**src/sswb_pkg.sv**
```systemverilog
`timescale 1ns / 1ps
`default_nettype none

package sswb_pkg;

	localparam int unsigned WINDOW_BITS = 1024;
	localparam int unsigned SEQ_W       = 31;
	localparam int unsigned OP_W        = 2;
	localparam int unsigned BYTE_W      = 8;
	localparam int unsigned BIT_W       = $clog2(BYTE_W);
	localparam int unsigned SLOT_W      = $clog2(WINDOW_BITS);
	localparam int unsigned ROWS        = WINDOW_BITS / BYTE_W;
	localparam int unsigned ROW_AW      = SLOT_W - BIT_W;

	localparam logic [OP_W-1:0] OP_INSERT = 2'd0;
	localparam logic [OP_W-1:0] OP_REMOVE = 2'd1;
	localparam logic [OP_W-1:0] OP_QUERY  = 2'd2;

	typedef enum logic [2:0] {
		ST_IDLE,
		ST_EVAL,
		ST_SWEEP,
		ST_SWEEP_WR,
		ST_SET_RD,
		ST_SET_WR
	} sswb_state_t;

	typedef struct packed {
		logic [OP_W-1:0]  op;
		logic [SEQ_W-1:0] seq_num;
	} sswb_in_t;

	typedef struct packed {
		logic             result_flag;
		logic [SEQ_W-1:0] low_seq;
		logic [SEQ_W-1:0] high_seq;
	} sswb_out_t;

	typedef struct packed {
		logic              rd;
		logic              wr;
		logic              inval;
		logic              clr_all;
		logic [ROW_AW-1:0] addr;
		logic [BYTE_W-1:0] wdata;
	} sswb_mem_req_t;

endpackage

`default_nettype wire

```
**src/sswb_ram.sv**
```systemverilog
`timescale 1ns / 1ps
`default_nettype none

module sswb_ram #(
	parameter int unsigned WIDTH = 8,
	parameter int unsigned DEPTH = 128,
	localparam int unsigned AW = (DEPTH > 1) ? $clog2(DEPTH) : 1
) (
	input  wire logic             clk,
	input  wire logic             we,
	input  wire logic [AW-1:0]    waddr,
	input  wire logic [WIDTH-1:0] wdata,
	input  wire logic             re,
	input  wire logic [AW-1:0]    raddr,
	output logic      [WIDTH-1:0] rdata
);

	logic [WIDTH-1:0] mem_q [DEPTH];
	logic [WIDTH-1:0] rdata_q;

	always_ff @(posedge clk) begin
		if (we) begin
			mem_q[waddr] <= wdata;
		end
		if (re) begin
			rdata_q <= mem_q[raddr];
		end
	end

	assign rdata = rdata_q;

endmodule

`default_nettype wire

```
**src/sswb_store.sv**
```systemverilog
`timescale 1ns / 1ps
`default_nettype none

module sswb_store import sswb_pkg::*; (
	input  wire logic              clk,
	input  wire logic              arst_n,
	input  wire sswb_mem_req_t     req,
	output logic      [BYTE_W-1:0] rd_data
);

	// per-row valid: an invalid row reads as zero
	logic [ROWS-1:0]   vld_q;
	logic [ROWS-1:0]   vld_d;
	logic              rd_vld_q;
	logic [BYTE_W-1:0] ram_rdata;

	always_comb begin
		vld_d = vld_q;
		if (req.clr_all) begin
			vld_d = '0;
		end
		if (req.inval) begin
			vld_d[req.addr] = 1'b0;
		end
		if (req.wr) begin
			vld_d[req.addr] = 1'b1;
		end
	end

	always_ff @(posedge clk or negedge arst_n) begin
		if (!arst_n) begin
			vld_q    <= '0;
			rd_vld_q <= 1'b0;
		end else begin
			vld_q <= vld_d;
			if (req.rd) begin
				rd_vld_q <= vld_q[req.addr];
			end
		end
	end

	sswb_ram #(
		.WIDTH(BYTE_W),
		.DEPTH(ROWS)
	) u_ram (
		.clk   (clk),
		.we    (req.wr),
		.waddr (req.addr),
		.wdata (req.wdata),
		.re    (req.rd),
		.raddr (req.addr),
		.rdata (ram_rdata)
	);

	assign rd_data = rd_vld_q ? ram_rdata : '0;

endmodule

`default_nettype wire

```
**src/sliding_sequence_window_bitmap_unit.sv**
```systemverilog
// Sliding sequence window bitmap.
// Input channel in_valid/in_ready/in_data carries one request: an op (insert,
// remove, query) and a sequence number. Output channel out_valid/out_ready/
// out_data returns exactly one result per request: the flag and the window
// bounds after the request.
// One request is in flight at a time. For most requests the accept cycle
// reads the bitmap row, the next updates it and registers the result, and
// the block returns to idle before it takes a new request.
// An insert that slides the window by fewer than WINDOW_BITS numbers also
// sweeps the rows that leave the window: a fully dropped row is invalidated
// through its valid flag, a partly dropped row is read and written back,
// and then the new bit is set by a read and a write. Larger slides clear
// the bitmap at once through the row valid flags.
// The bitmap lives in one row memory with registered read; the row
// read-modify-write sets the rate.
// Reset clears the bitmap and sets both window bounds to zero; the block is
// ready as soon as reset is released.
// in_ready is high only when idle and the output register is empty or
// being drained, so a stalled receiver holds off new requests.
`timescale 1ns / 1ps
`default_nettype none

module sliding_sequence_window_bitmap_unit import sswb_pkg::*; (
	input  wire logic      clk,
	input  wire logic      arst_n,
	input  wire logic      in_valid,
	output logic           in_ready,
	input  wire sswb_in_t  in_data,
	output logic           out_valid,
	input  wire logic      out_ready,
	output sswb_out_t      out_data
);

	sswb_state_t       state_q, state_d;
	logic [OP_W-1:0]   op_q;
	logic [SEQ_W-1:0]  seq_q;
	logic [SEQ_W-1:0]  low_q, high_q;
	logic [SEQ_W-1:0]  p_q, e_q;
	logic              out_valid_q;
	sswb_out_t         out_q;

	sswb_mem_req_t     req;
	logic [BYTE_W-1:0] rd_data;

	logic [ROW_AW-1:0] row_s, row_p;
	logic [BIT_W-1:0]  bit_s, p_lo, hi;
	logic [BYTE_W-1:0] bmask, cmask;
	logic [SEQ_W-1:0]  seq_off, nlow, nhigh, e_new, p_end, low_d, high_d;
	logic              below, in_win, hit, slide, big, ins_ok, last_row, full;
	logic              finish, res_flag, win_upd, sweep_load, p_adv;

	sswb_store u_store (
		.clk     (clk),
		.arst_n  (arst_n),
		.req     (req),
		.rd_data (rd_data)
	);

	// evaluation of the latched request
	assign row_s   = seq_q[SLOT_W-1:BIT_W];
	assign bit_s   = seq_q[BIT_W-1:0];
	assign bmask   = BYTE_W'(1) << bit_s;
	assign below   = seq_q < low_q;
	assign in_win  = !below && (seq_q <= high_q);
	assign hit     = (rd_data & bmask) != '0;
	assign seq_off = seq_q - low_q;
	assign slide   = seq_off >= SEQ_W'(WINDOW_BITS);
	assign big     = seq_off >= SEQ_W'(2 * WINDOW_BITS - 1);
	assign ins_ok  = !below && !(in_win && hit);
	assign nlow    = seq_q - SEQ_W'(WINDOW_BITS - 1);
	assign e_new   = seq_q - SEQ_W'(WINDOW_BITS);
	assign nhigh   = (seq_q > high_q) ? seq_q : high_q;

	// sweep over the dropped numbers p_q..e_q, one row at a time
	assign row_p    = p_q[SLOT_W-1:BIT_W];
	assign p_lo     = p_q[BIT_W-1:0];
	assign p_end    = {p_q[SEQ_W-1:BIT_W], {BIT_W{1'b1}}};
	assign last_row = e_q <= p_end;
	assign hi       = last_row ? e_q[BIT_W-1:0] : {BIT_W{1'b1}};
	assign full     = (p_lo == '0) && (hi == {BIT_W{1'b1}});

	always_comb begin
		for (int i = 0; i < BYTE_W; i++) begin
			cmask[i] = (BIT_W'(i) >= p_lo) && (BIT_W'(i) <= hi);
		end
	end

	always_comb begin
		state_d = state_q;
		case (state_q)
			ST_IDLE: begin
				if (in_valid && in_ready) begin
					state_d = ST_EVAL;
				end
			end
			ST_EVAL: begin
				if (op_q == OP_INSERT && ins_ok && slide && !big) begin
					state_d = ST_SWEEP;
				end else begin
					state_d = ST_IDLE;
				end
			end
			ST_SWEEP: begin
				if (!full) begin
					state_d = ST_SWEEP_WR;
				end else if (last_row) begin
					state_d = ST_SET_RD;
				end
			end
			ST_SWEEP_WR: begin
				state_d = last_row ? ST_SET_RD : ST_SWEEP;
			end
			ST_SET_RD: state_d = ST_SET_WR;
			ST_SET_WR: state_d = ST_IDLE;
			default:   state_d = ST_IDLE;
		endcase
	end

	always_comb begin
		req        = '0;
		in_ready   = 1'b0;
		finish     = 1'b0;
		res_flag   = 1'b0;
		win_upd    = 1'b0;
		sweep_load = 1'b0;
		p_adv      = 1'b0;
		case (state_q)
			ST_IDLE: begin
				in_ready = !out_valid_q || out_ready;
				req.rd   = in_valid && in_ready;
				req.addr = in_data.seq_num[SLOT_W-1:BIT_W];
			end
			ST_EVAL: begin
				req.addr = row_s;
				finish   = 1'b1;
				case (op_q)
					OP_INSERT: begin
						if (ins_ok) begin
							res_flag = 1'b1;
							win_upd  = 1'b1;
							if (slide && !big) begin
								finish     = 1'b0;
								sweep_load = 1'b1;
							end else if (big) begin
								req.wr      = 1'b1;
								req.clr_all = 1'b1;
								req.wdata   = bmask;
							end else begin
								req.wr    = 1'b1;
								req.wdata = rd_data | bmask;
							end
						end
					end
					OP_REMOVE: begin
						if (in_win) begin
							res_flag  = 1'b1;
							req.wr    = 1'b1;
							req.wdata = rd_data & ~bmask;
						end
					end
					OP_QUERY: res_flag = in_win && hit;
					default:  res_flag = 1'b0;
				endcase
			end
			ST_SWEEP: begin
				req.addr = row_p;
				if (full) begin
					req.inval = 1'b1;
					p_adv     = 1'b1;
				end else begin
					req.rd = 1'b1;
				end
			end
			ST_SWEEP_WR: begin
				req.addr  = row_p;
				req.wr    = 1'b1;
				req.wdata = rd_data & ~cmask;
				p_adv     = 1'b1;
			end
			ST_SET_RD: begin
				req.addr = row_s;
				req.rd   = 1'b1;
			end
			ST_SET_WR: begin
				req.addr  = row_s;
				req.wr    = 1'b1;
				req.wdata = rd_data | bmask;
				finish    = 1'b1;
				res_flag  = 1'b1;
			end
			default: req = '0;
		endcase
	end

	assign low_d  = (win_upd && slide) ? nlow : low_q;
	assign high_d = win_upd ? nhigh : high_q;

	always_ff @(posedge clk or negedge arst_n) begin
		if (!arst_n) begin
			state_q     <= ST_IDLE;
			low_q       <= '0;
			high_q      <= '0;
			out_valid_q <= 1'b0;
		end else begin
			state_q <= state_d;
			low_q   <= low_d;
			high_q  <= high_d;
			if (finish) begin
				out_valid_q <= 1'b1;
			end else if (out_ready) begin
				out_valid_q <= 1'b0;
			end
		end
	end

	always_ff @(posedge clk) begin
		if (in_valid && in_ready) begin
			op_q  <= in_data.op;
			seq_q <= in_data.seq_num;
		end
		if (sweep_load) begin
			p_q <= low_q;
			e_q <= e_new;
		end else if (p_adv) begin
			p_q <= {p_q[SEQ_W-1:BIT_W] + (SEQ_W - BIT_W)'(1), {BIT_W{1'b0}}};
		end
		if (finish) begin
			out_q.result_flag <= res_flag;
			out_q.low_seq     <= low_d;
			out_q.high_seq    <= high_d;
		end
	end

	assign out_valid = out_valid_q;
	assign out_data  = out_q;

	a_accept_eval: assert property (@(posedge clk) disable iff (!arst_n)
		(in_valid && in_ready) |=> (state_q == ST_EVAL))
		else $error("accepted request did not move to evaluation");

	a_finish_empty: assert property (@(posedge clk) disable iff (!arst_n)
		finish |-> !out_valid_q)
		else $error("result produced while output register full");

	a_sweep_bound: assert property (@(posedge clk) disable iff (!arst_n)
		(state_q == ST_SWEEP || state_q == ST_SWEEP_WR) |-> (p_q <= e_q))
		else $error("sweep pointer past end of dropped range");

	a_window_span: assert property (@(posedge clk) disable iff (!arst_n)
		(high_q >= low_q) && ((high_q - low_q) < SEQ_W'(WINDOW_BITS)))
		else $error("window bounds out of order or too wide");

endmodule

`default_nettype wire

```
**config.mk**
```make
export PLATFORM = sky130hd
export DESIGN_NAME = sliding_sequence_window_bitmap_unit
export DESIGN_NICKNAME = d
export VERILOG_FILES = /design/src/sswb_pkg.sv /design/src/sswb_ram.sv /design/src/sswb_store.sv /design/src/sliding_sequence_window_bitmap_unit.sv
export SDC_FILE = /design/constraint.sdc
export NUM_CORES = 2
export LEC_CHECK = 0
export BUFFER_PORTS_ARGS = -buffer_cell sky130_fd_sc_hd__buf_2
export CORE_MARGIN = 5
export CORE_UTILIZATION = 55
export CTS_BUF_LIST = sky130_fd_sc_hd__clkbuf_16
export DETAILED_ROUTE_END_ITERATION = 12
export PLACE_DENSITY = 0.82
export SLEW_MARGIN = 20
export SYNTH_ARGS = -nofsm -noshare
export SYNTH_HDL_FRONTEND = slang
export SYNTH_HIERARCHICAL = 1
export SYNTH_SLANG_ARGS = --single-unit
export TNS_END_PERCENT = 50
```
**constraint.sdc**
```tcl
create_clock -name clk -period 20.7 [get_ports clk]
set_input_delay 5.175 -clock clk [delete_from_list [all_inputs] [get_ports clk]]
set_output_delay 5.175 -clock clk [all_outputs]
set_load 0.05 [all_outputs]
```
==> results_dict.tcl <==
set metrics [dict create \
    leakagePower_nw 23.91 \
    synth_top_area_share 0.5931 \
    hold_path.class "flop to flop" \
    critical_path_buf_inv_count 2 \
    num_vias 35940 \
    synthArstFlopShare 0.1408 \
    slew_viol_final 0 \
    clkPwrFrac 0.359 \
    whs_path_depth 2 \
    synth-edff-count 1190 \
    cts_tree "built" \
    relSlewSlack 0.1734 \
    synthesis.nets 3821 \
    grtUsageMet1 0.3609 \
    cp.depth 4 \
    gp_congestion 0.8928 \
    setup_viol 0 \
    status "complete, no violations" \
    switchingPower_w 0.001925 \
    p_total_w 0.006840 \
    cts-root-buf "clkbuf_16" \
    fin_crit_ns 11.06 \
    yosysWarnings 6 \
    clk_path_buf_depth 3 \
    cts_buffers 136 \
    cts_setup_buffers 0 \
    drt_iter0_markers 5113 \
    placed_cell_area_um2 62350 \
    dp_hpwl_um 94560 \
    slowest_delay_ns 0.34 \
    synth.distinct_cells 84 \
    reg2reg_from "seq_q[0]" \
    rows 121 \
    max_freq_mhz 90.40 \
    syn_area_um2 60250 \
    period_share 0.5344 \
    ctsResizeCount 0 \
    port_buffers 101 \
    clk-insertion-delay-late_ns 0.77 \
    syn_inst 3684 \
    fin_worst_skew_ns 0.04530 \
    final_area_um2 66810 \
    worstHoldStart "u_store/vld_q[70]" \
    initial_core_util 0.5535 \
    hold_violations 0 \
    vias_per_cell 6.750 \
    power.internal_w 0.004915 \
    fin_nets 3937 \
    start_kind "input pin" \
    setup_tns_ns 0 \
    p_per_area_nw_per_um2 102.4 \
    clock_sinks 1385 \
    ys_ff_latch 1385 \
    drv_cap 0 \
    antenna_found_initial 5 \
    grt_util_met3 0.05578 \
    hold-worst-slack_ns 0.5096 \
    h-tree-depth 4 \
    ys.flop_type "edfxtp_1" \
    grt_pass1_vias 35720 \
    syn2layout_area_growth_pct 10.89 \
    globalRouteOverflowTotal 0 \
    yosys.area.top_type "edfxtp_1" \
    r2r_cells 16 \
    drive_above_1_share 0.1985 \
    crit_chain "buf_2 -> nor2b_1 -> nor4_1 -> buf_2" \
    die_w_um 341.0 \
    ys_top_cells_by_area "edfxtp_1 (59%), mux4_2 (13%), dfrtp_1 (8.1%)" \
    routed_wl_um 159100 \
    seq_area_frac_synth 0.6741 \
    grt.busiest_layer "met2" \
    path_class "input pin to output port" \
    swShare 0.2814 \
    crit_start "out_ready" \
    ant_nets 0 \
    endpoint_kind "output port" \
    rsz0062_at_grt "no" \
    grt_use_total 0.2716 \
    grt_pass1_wl_um 236000 \
    core_um2 108900 \
    grt_max_degree 129 \
    cts_hold_buf 0 \
    first_pass_iters 6 \
    wire_per_inst_um 29.88 \
    critical_path.top_delay_family "buffers and inverters" \
    p_comb_frac 0.174 \
    irDropWorstVdd_mv 0.1355 \
    p_seq_frac 0.467 \
    die_y_um 341.0 \
    slowest_stage "buf_2" \
    die-area_um2 116300 \
    cpMostUsedCell "buf_2" \
    postSynthAreaPerCell_um2 16.35 \
    met2_usage 0.4412 \
    crit_fanout 2 \
    worst_pin_slew_ns 1.236 \
    io_pins 102 \
    drc 0 \
    final_cell_mix "edfxtp_1 (1190), mux4_2 (350), nand2_1 (251), o21ai_0 (215), nor2_1 (204)" \
    cts.clk_slew.worst_paths_ns 0.05 \
    layout_commonest_cell "edfxtp_1" \
    critPathRequiredTime_ns 15.53 \
    arrival_ns 5.89 \
]
metrics by stage:
stage / setup slack, ns / instances / utilization
finish: 9.638 / 5324 / 0.6138
global route: 9.553 / 5319 / 0.6136
CTS: 9.629 / 5318 / 0.6133
detailed placement: 9.635 / 5075 / 0.5728
global placement: 9.659 / 5075 / 0.5727
floorplan: 7.737 / 3684 / -
path summary, 6_finish.rpt:
path / to / slack (ns)
setup / recovery: in_ready / 9.64
hold / removal: u_store/vld_q[70] / 0.51
setup reg to reg: u_store/u_ram/mem_q[88][5] / 12.86
hold reg to reg: u_store/vld_q[70] / 0.51
max in group asynchronous: u_store/vld_q[68] / 14.13
min in group asynchronous: low_q[28] / 4.45
layer usage:
metal,routed length [um],up-vias,share of wire
li1,-,14740,-
met1,56810,18190,0.36
met2,77200,2569,0.49
met3,17180,442,0.11
met4,7880,2,0.050
met5,19,-,0.00012
registers in the layout, indices dropped and copies added (netlist names):
name,flops
high_q,31
op_q,2
u_store/vld_q,128
p_q,31
u_store/u_ram/mem_q,1024
u_store/u_ram/rdata,8
seq_q,31
state_q,3
e_q,31
low_q,31
u_store/rd_vld_q,1
out_data,63
out_valid,1
power groups by stage:
stage | logic [W] | registers, W | clock network [W]
after floorplan | 0.000752 | 0.00332 | 0
after global placement | 0.00112 | 0.00325 | 0
after detailed placement | 0.00116 | 0.00325 | 0
after CTS | 0.00117 | 0.00320 | 0.00248
after global routing | 0.00127 | 0.00320 | 0.00262
final | 0.00119 | 0.00320 | 0.00245
synth_stat cells (41+ instances only):
| cell type | instances |
|---|---|
| dfrtp_1 | 195 |
| ha_1 | 99 |
| inv_1 | 117 |
| nand3b_1 | 113 |
| nand2_1 | 251 |
| a21oi_1 | 120 |
| buf_2 | 43 |
| nor2b_1 | 44 |
| nor2_1 | 209 |
| nand3_1 | 67 |
| nor3_1 | 41 |
| xnor2_1 | 67 |
| edfxtp_1 | 1190 |
| mux4_2 | 350 |
| o21ai_0 | 222 |
| clkbuf_1 | 104 |
logic make-up after synthesis:
family / share of synthesized area
AND/OR/NAND/NOR: 0.07428
adder cells (fa/ha/maj): 0.02089
buffers and inverters: 0.02205
AO/OA/AOI/OAI: 0.05177
XOR/XNOR: 0.01236
flip-flops: 0.6741
multiplexers: 0.1445
worst min-delay path: stages, from the launching register on:
cell and delay [ns]:
dfrtp_1 0.34, nand3b_1 0.07, o21ai_0 0.07
final cells by class:
| cell class | count | area [um2] |
|---|---|---|
| multi-input combinational | 1993 | 18520 |
| clock inverter | 104 | 935.9 |
| clock buffer | 139 | 3478 |
| inverter | 118 | 442.9 |
| tap | 1414 | 1769 |
| timing repair buffer | 166 | 1040 |
| antenna | 5 | 12.51 |
| sequential | 1385 | 40610 |
| fill | 7330 | 42040 |
(Power assumes the default switching activity.)
